## config.mk

```make
export PLATFORM = sky130hd
export DESIGN_NAME = rgb_to_hsv_pixel_top
export DESIGN_NICKNAME = d
export VERILOG_FILES = /design/src/rhsv_pkg.sv /design/src/rhsv_front.sv /design/src/rhsv_div.sv /design/src/rgb_to_hsv_pixel_top.sv
export SDC_FILE = /design/constraint.sdc
export NUM_CORES = 1
export LEC_CHECK = 0
export BUFFER_PORTS_ARGS = -buffer_cell sky130_fd_sc_hd__buf_4
export CAP_MARGIN = 20
export CORE_ASPECT_RATIO = 0.9
export CORE_MARGIN = 5
export CORE_UTILIZATION = 58
export DETAILED_ROUTE_END_ITERATION = 6
export GPL_ROUTABILITY_DRIVEN = 0
export GPL_TIMING_DRIVEN = 0
export PLACE_DENSITY_LB_ADDON = 0.2
export RECOVER_POWER = 25
export SYNTH_ARGS = -nofsm -noshare
export SYNTH_HDL_FRONTEND = slang
export SYNTH_SLANG_ARGS = --single-unit
export TNS_END_PERCENT = 10
```

## constraint.sdc

```tcl
create_clock -name i_clk -period 6.5 [get_ports i_clk]
set_clock_uncertainty 0.05 [all_clocks]
set_input_delay 1.3 -clock i_clk [delete_from_list [all_inputs] [get_ports i_clk]]
set_output_delay 1.3 -clock i_clk [all_outputs]
set_load 0.02 [all_outputs]
```

## src/rhsv_pkg.sv

```systemverilog
package rhsv_pkg;

    // Channel and quotient widths.
    localparam int CH_W   = 8;
    localparam int QW     = 8;
    // Hue divisor is twice delta, saturation divisor is the largest channel.
    localparam int HUE_DW = CH_W + 1;
    localparam int SAT_DW = CH_W;

    // Quotient bits resolved per divider stage.
    localparam int DIV_BPS    = 2;
    localparam int DIV_STAGES = QW / DIV_BPS;
    // Two front stages ahead of the divider stages.
    localparam int FRONT_STAGES = 2;
    localparam int PIPE_STAGES  = FRONT_STAGES + DIV_STAGES;

    // Hue offsets in units of 12 degrees times delta.
    localparam logic [4:0] K_RED      = 5'd0;
    localparam logic [4:0] K_RED_WRAP = 5'd30;
    localparam logic [4:0] K_GREEN    = 5'd10;
    localparam logic [4:0] K_BLUE     = 5'd20;

    typedef enum logic [1:0] {
        CH_RED,
        CH_GREEN,
        CH_BLUE
    } t_chan;

    // Divider operands for one pixel, plus the brightness that rides along.
    typedef struct packed {
        logic [QW+HUE_DW-1:0] hue_num;
        logic [HUE_DW-1:0]    hue_den;
        logic [QW+SAT_DW-1:0] sat_num;
        logic [SAT_DW-1:0]    sat_den;
        logic [CH_W-1:0]      bright;
    } t_div_req;

endpackage

```

## src/rhsv_front.sv

```systemverilog
module rhsv_front
    import rhsv_pkg::*;
(
    input  logic                    i_clk,
    input  logic [FRONT_STAGES-1:0] i_en,
    input  logic [CH_W-1:0]         i_red,
    input  logic [CH_W-1:0]         i_green,
    input  logic [CH_W-1:0]         i_blue,
    output t_div_req                o_req
);

    logic [CH_W-1:0]   n_mx, n_mn, r_mx, r_delta;
    logic signed [8:0] n_diff, r_diff;
    t_chan             n_sel, r_sel;

    // First stage: extremes, winning channel and the signed channel difference.
    always_comb begin
        n_mx = i_red;
        n_mn = i_red;
        if (i_green > n_mx) n_mx = i_green;
        if (i_blue > n_mx) n_mx = i_blue;
        if (i_green < n_mn) n_mn = i_green;
        if (i_blue < n_mn) n_mn = i_blue;
        if (i_red == n_mx) begin
            n_sel  = CH_RED;
            n_diff = $signed({1'b0, i_green}) - $signed({1'b0, i_blue});
        end else if (i_green == n_mx) begin
            n_sel  = CH_GREEN;
            n_diff = $signed({1'b0, i_blue}) - $signed({1'b0, i_red});
        end else begin
            n_sel  = CH_BLUE;
            n_diff = $signed({1'b0, i_red}) - $signed({1'b0, i_green});
        end
    end

    always_ff @(posedge i_clk) begin
        if (i_en[0]) begin
            r_mx    <= n_mx;
            r_delta <= n_mx - n_mn;
            r_diff  <= n_diff;
            r_sel   <= n_sel;
        end
    end

    // Second stage: hue = floor(17 * m / (2 * delta)) with m = 5 * diff + k * delta,
    // saturation = floor(255 * delta / max).
    logic [4:0]         k;
    logic [12:0]        kd;
    logic signed [13:0] diff_x, m_s;
    logic [12:0]        m;
    t_div_req           n_req;

    always_comb begin
        case (r_sel)
            CH_RED:   k = r_diff[8] ? K_RED_WRAP : K_RED;
            CH_GREEN: k = K_GREEN;
            CH_BLUE:  k = K_BLUE;
            default:  k = K_RED;
        endcase
        kd     = {8'd0, k} * {5'd0, r_delta};
        diff_x = 14'(r_diff);
        m_s    = diff_x * 14'sd5 + $signed({1'b0, kd});
        m      = m_s[12:0];

        n_req.hue_num = {4'd0, m} * 17'd17;
        // A zero divisor would give all ones; the numerator is zero then anyway.
        n_req.hue_den = (r_delta == '0) ? HUE_DW'(1) : {r_delta, 1'b0};
        n_req.sat_num = {r_delta, 8'h00} - {8'h00, r_delta};
        n_req.sat_den = (r_mx == '0) ? SAT_DW'(1) : r_mx;
        n_req.bright  = r_mx;
    end

    always_ff @(posedge i_clk) begin
        if (i_en[1]) begin
            o_req <= n_req;
        end
    end

endmodule

```

## src/rhsv_div.sv

```systemverilog
module rhsv_div
    import rhsv_pkg::*;
#(
    parameter int DW = SAT_DW
)
(
    input  logic                  i_clk,
    input  logic [DIV_STAGES-1:0] i_en,
    input  logic [QW+DW-1:0]      i_num,
    input  logic [DW-1:0]         i_den,
    output logic [QW-1:0]         o_quo
);

    // Restoring division, DIV_BPS quotient bits per stage. The upper numerator
    // bits are always below the divisor, so the quotient fits in QW bits.
    logic [DW-1:0] r_rem [DIV_STAGES];
    logic [QW-1:0] r_low [DIV_STAGES];
    logic [DW-1:0] r_den [DIV_STAGES];
    logic [DW-1:0] s_rem [DIV_STAGES];
    logic [QW-1:0] s_low [DIV_STAGES];
    logic [DW-1:0] s_den [DIV_STAGES];
    logic [DW-1:0] n_rem [DIV_STAGES];
    logic [QW-1:0] n_low [DIV_STAGES];

    for (genvar s = 0; s < DIV_STAGES; s++) begin : g_stage
        if (s == 0) begin : g_first
            assign s_rem[s] = i_num[QW+DW-1:QW];
            assign s_low[s] = i_num[QW-1:0];
            assign s_den[s] = i_den;
        end else begin : g_next
            assign s_rem[s] = r_rem[s-1];
            assign s_low[s] = r_low[s-1];
            assign s_den[s] = r_den[s-1];
        end

        always_comb begin
            logic [DW:0]   t;
            logic [DW-1:0] rem;
            logic [QW-1:0] low;
            logic          qbit;
            rem = s_rem[s];
            low = s_low[s];
            for (int j = 0; j < DIV_BPS; j++) begin
                t = {rem, low[QW-1]};
                if (t >= {1'b0, s_den[s]}) begin
                    t    = t - {1'b0, s_den[s]};
                    qbit = 1'b1;
                end else begin
                    qbit = 1'b0;
                end
                rem = t[DW-1:0];
                low = {low[QW-2:0], qbit};
            end
            n_rem[s] = rem;
            n_low[s] = low;
        end

        always_ff @(posedge i_clk) begin
            if (i_en[s]) begin
                r_rem[s] <= n_rem[s];
                r_low[s] <= n_low[s];
                r_den[s] <= s_den[s];
            end
        end
    end

    assign o_quo = r_low[DIV_STAGES-1];

endmodule

```

## src/rgb_to_hsv_pixel_top.sv

```systemverilog
// RGB to HSV converter for 8-bit pixels, one pixel per clock while i_stall is low.
// Input channel: i_valid with i_red, i_green and i_blue; the block drives o_stall.
// A request is taken at a rising edge where i_valid is high and o_stall is low.
// Output channel: o_valid with o_hue, o_saturation and o_brightness; the receiver
// drives i_stall, and a result is taken where o_valid is high and i_stall is low.
// An accepted request enters the first of six stages: two front stages (extremes,
// then divider operands) and four divider stages that each resolve two quotient
// bits for hue and for saturation side by side.
// Throughput is one request per clock while i_stall is low; every stage then takes new data.
// Every stage carries a valid bit and moves on when it is empty or when the stage
// after it moves, so bubbles close up and requests keep entering while a finished
// result waits. o_stall rises only when all six stages hold data and the receiver
// stalls; the result on the outputs then holds steady until it is taken.
// Reset (i_rst_n low, synchronous) empties the pipeline. Black gives all zeros
// and gray pixels give hue and saturation of zero. There is no other state.
module rgb_to_hsv_pixel_top
    import rhsv_pkg::*;
(
    input  logic            i_clk,
    input  logic            i_rst_n,
    input  logic            i_valid,
    output logic            o_stall,
    input  logic [CH_W-1:0] i_red,
    input  logic [CH_W-1:0] i_green,
    input  logic [CH_W-1:0] i_blue,
    output logic            o_valid,
    input  logic            i_stall,
    output logic [QW-1:0]   o_hue,
    output logic [QW-1:0]   o_saturation,
    output logic [CH_W-1:0] o_brightness
);

    logic [PIPE_STAGES-1:0] r_vld;
    logic [PIPE_STAGES-1:0] en;
    t_div_req               req;
    logic [CH_W-1:0]        r_bri [DIV_STAGES];

    // A stage loads when it is empty or when its contents move on.
    always_comb begin
        en[PIPE_STAGES-1] = !r_vld[PIPE_STAGES-1] || !i_stall;
        for (int k = PIPE_STAGES - 2; k >= 0; k--) begin
            en[k] = !r_vld[k] || en[k+1];
        end
    end

    assign o_stall = !en[0];

    always_ff @(posedge i_clk) begin
        if (!i_rst_n) begin
            r_vld <= '0;
        end else begin
            if (en[0]) begin
                r_vld[0] <= i_valid;
            end
            for (int k = 1; k < PIPE_STAGES; k++) begin
                if (en[k]) begin
                    r_vld[k] <= r_vld[k-1];
                end
            end
        end
    end

    rhsv_front u_front (
        .i_clk   (i_clk),
        .i_en    (en[FRONT_STAGES-1:0]),
        .i_red   (i_red),
        .i_green (i_green),
        .i_blue  (i_blue),
        .o_req   (req)
    );

    // Hue and saturation divide side by side under the same stage enables.
    rhsv_div #(.DW(HUE_DW)) u_hue_div (
        .i_clk (i_clk),
        .i_en  (en[PIPE_STAGES-1:FRONT_STAGES]),
        .i_num (req.hue_num),
        .i_den (req.hue_den),
        .o_quo (o_hue)
    );

    rhsv_div #(.DW(SAT_DW)) u_sat_div (
        .i_clk (i_clk),
        .i_en  (en[PIPE_STAGES-1:FRONT_STAGES]),
        .i_num (req.sat_num),
        .i_den (req.sat_den),
        .o_quo (o_saturation)
    );

    // Brightness needs no arithmetic; it follows the divider stages.
    always_ff @(posedge i_clk) begin
        if (en[FRONT_STAGES]) begin
            r_bri[0] <= req.bright;
        end
        for (int d = 1; d < DIV_STAGES; d++) begin
            if (en[FRONT_STAGES+d]) begin
                r_bri[d] <= r_bri[d-1];
            end
        end
    end

    assign o_valid      = r_vld[PIPE_STAGES-1];
    assign o_brightness = r_bri[DIV_STAGES-1];

endmodule

```

==> flow_summary_export.csv <==
group,metric,value,unit
critical_path,start_kind,"register",
finish,postLayoutCoreUtil,66.2,%
drt,drt_iter0_drc,1041,
finish,multi_input_area,10500,um^2
cts,cts_root_buf,"clkbuf_16",
cts,clock_latency,560,ps
worst_hold_path,min_to,"u_hue_div.r_low[0][3]",
global_route,grt_max_degree,49,
die,placementRows,64,
finish,fin_nets,2255,
critical_path,crit_required,6750,ps
status,status,"completed",
synthesis,netlist_instances,1839,
synthesis,syn_avg_cell_area,10.9,um^2
critical_path,worstPathArrival,6530,ps
global_route,grt_use_total,21.5,%
timing,hold_viol,0,
placement,post-dp-hpwl,31.6,mm
critical_path,ff2ff_path_depth,24,
finish,fin_area,22500,um^2
global_route,grt_pass1_vias,14014,
timing,fin_ws,223,ps
critical_path,critPathBufInv,3,
critical_path,cp_max_fo,6,
critical_path,slowest_stage,"fa_1",
global_route,grt_pass1_wl,67.6,mm
finish,final_cell_mix,"edfxtp_1, ha_1, inv_1",
synthesis,synth_edf_count,283,
critical_path,critical-path-top-delay-family,"adder cells",
cts,cts_max_path_buffers,3,
placement,placedInstanceArea,21100,um^2
timing,drv_slew,0,
die,initial_core_util,58.8,%
synthesis,yosys_most_used_dff,"edfxtp_1",
synthesis,ys.warnings.count,0,
synthesis,synth-async-reset-ratio,0,%
drt,ant_nets,0,
finish,final_common_cell,"edfxtp_1",
die,dieArea,38200,um^2
die,die_h,186,um
critical_path,end_kind,"register",
timing,rsz0062_at_grt,"yes",
job,drv_cap,0,
die,die_w,206,um
finish,fillerInstances,2602,
cts,clkSinkCount,289,
timing,fin_crit,6280,ps
drt,dr.pass1.iters,7,
timing,setup_viol,0,
die,coreArea,34000,um^2
synthesis,syn_area,20000,um^2
timing,maxClockFrequency,159,MHz
global_route,antenna_found_initial,0,
worst_hold_path,min-delay-start,"u_front.o_req[42]",
cts,h-tree-depth,1,
critical_path,worstPathCellList,"buf_4, nor2_2, nor2_2, and2_1, ha_1, xnor2_1, fa_1, inv_1, fa_1, fa_1, inv_1, ha_1, a21oi_2, o21ai_1, o41ai_2, o21bai_1, a21oi_2, xnor2_2, ha_1, ha_4, nand2_1, o41ai_4, nand3_1, xnor2_1",
critical_path,path_class,"reg2reg",
critical_path,critical_path_cell_count,24,
cts,path_clk_slew,60,ps
cts,cts_tree,"yes",
drt,viasPerCell,5.72,
cts,cts_buffers,31,
cts,cts_hold_repair.buffers,0,
drt,vias,13889,
worst_hold_path,hold_path_class,"reg2reg",
worst_hold_path,hold_depth,0,
synthesis,yosysSeqAreaShare,43.2,%
timing,max_slew.worst_pin.slew,940,ps
finish,syn2layout_area_growth,12.6,%
finish,final_layout_size_suffix_gt1_share,13.4,%
finish,num_antenna_cells,0,
timing,relSlewSlack,36.9,%
synthesis,syn-num-nets,2151,
global_route,overflow,0,
placement,numPortBuffers,53,
drt,wl,40.8,mm
critical_path,rrSetupSlack,220,ps
critical_path,slowest_delay,540,ps
finish,seq_area,8620,um^2
drt,drc,0,
critical_path,r2r_start,"u_front.r_diff[8]",
synthesis,ys_types,60,
placement,pre_cts_slack,-797,ps
synthesis,ys_ff_latch,289,
die,ios,54,
timing,final.period_utilization,96.6,%
drt,wl_per_cell,16.8,um
critical_path,worstReg2RegEnd,"u_front.o_req[57]",
flip-flops by register name, indices dropped and copies added, names as in the netlist:
signal           flops
u_front.o_req       58
r_bri               32
u_hue_div.r_low     32
u_sat_div.r_low     32
u_hue_div.r_den     27
u_hue_div.r_rem     27
u_sat_div.r_den     24
u_sat_div.r_rem     24
u_front.r_diff       9
u_front.r_delta      8
u_front.r_mx         8
r_vld                6
u_front.r_sel        2
cells by family after synthesis:
group,after synthesis,synth area share [%]
simple gates,396,9.55
buf+inv,269,5.11
mux,92,5.11
xor+xnor,117,5.13
compound gates,392,12.4
flops,289,43.2
fa+ha+maj,284,19.5
metal layers:
| metal | track usage [%] | share of wire (%) | vias to the layer above |
|---|---|---|---|
| met5 | 0 | 0 | - |
| met4 | 7.15 | 3.6 | 0 |
| met3 | 3.40 | 5.5 | 110 |
| met2 | 37.2 | 48 | 378 |
| met1 | 27.7 | 43 | 6593 |
| li1 | - | - | 6808 |
cells in the mapped netlist (all sizes together) (2+ instances only):
cell type	n	share of area, %
edfxtp	283	43
ha	239	15
inv	232	4.4
nor2	125	2.4
a21oi	114	2.9
o21ai	107	2.7
nand2	85	1.6
xnor2	84	3.7
mux2	76	4.3
fa	45	4.5
a21o	42	1.6
nor3	40	1.0
nor2b	39	1.2
xor2	33	1.4
clkbuf	32	0.61
nand4	27	0.85
o31ai	21	0.98
a21boi	17	0.64
o21bai	17	0.64
mux2i	16	0.80
o21a	16	0.60
nand2b	13	0.41
nand3	12	0.30
or3	12	0.38
or2	10	0.31
a31oi	9	0.28
and2	9	0.28
and3	9	0.28
a211oi	8	0.30
nor4	7	0.22
o22ai	7	0.31
a221oi	6	0.26
dfxtp	6	0.60
o31a	6	0.26
buf	5	0.14
o41ai	5	0.26
o211ai	4	0.15
a211o	3	0.13
or4	3	0.11
a2111o	2	0.11
o2111ai	2	0.088
worst reg2reg max path, cell delays in order, from the launching register on:
cell and delay [ps]:
edfxtp_1 470, buf_4 180, nor2_2 170, nor2_2 100, and2_1 190, ha_1 310, xnor2_1 160, fa_1 510
inv_1 60, fa_1 500, fa_1 540, inv_1 40, ha_1 350, a21oi_2 210, o21ai_1 130, o41ai_2 380
o21bai_1 130, a21oi_2 190, xnor2_2 100, ha_1 350, ha_4 310, nand2_1 90, o41ai_4 250, nand3_1 130
xnor2_1 150
stage by stage:
step	cells	hold slack [ps]	setup TNS (ps)
2_1_floorplan	1839	350	0
3_3_place_gp	2354	351	-2500
3_5_place_dp	2360	355	-3610
4_1_cts	2419	363	0
5_1_grt	2430	377	-82.6
6_report	2430	361	0
repair_timing:
action | CTS | global route
hold endpoints to repair | 0 | 0
endpoints found under the setup margin | 6 | 8
cloned | 0 | 0
buffers inserted | 1 | 11
gates resized for setup | 6 | 41
pin swaps | 0 | 7
worst max-delay path by stage:
stage	startpoint	end	slack (ps)
finish	u_front.r_diff[8]	u_front.o_req[57]	220
global route	i_green[7]	u_front.r_delta[7]	-50
floorplan	u_front.r_diff[8]	u_front.o_req[57]	270
global placement	i_green[1]	u_front.r_delta[7]	-680
detailed placement	i_green[1]	u_front.r_delta[7]	-800
CTS	i_green[1]	u_front.r_delta[7]	5
cell type report:
cell class                      instances  area share (%)
Timing Repair Buffer                   71            2.73
Sequential cell                       289            38.3
Clock buffer                           33            3.48
Buffer                                 37           0.701
Multi-Input combinational cell       1281            46.8
Inverter                              232            3.89
Clock inverter                         25            1.53
Tap cell                              462            2.57
Power is not shown: default switching activity piles up to over one toggle a cycle in this logic, so the estimate is an artifact.
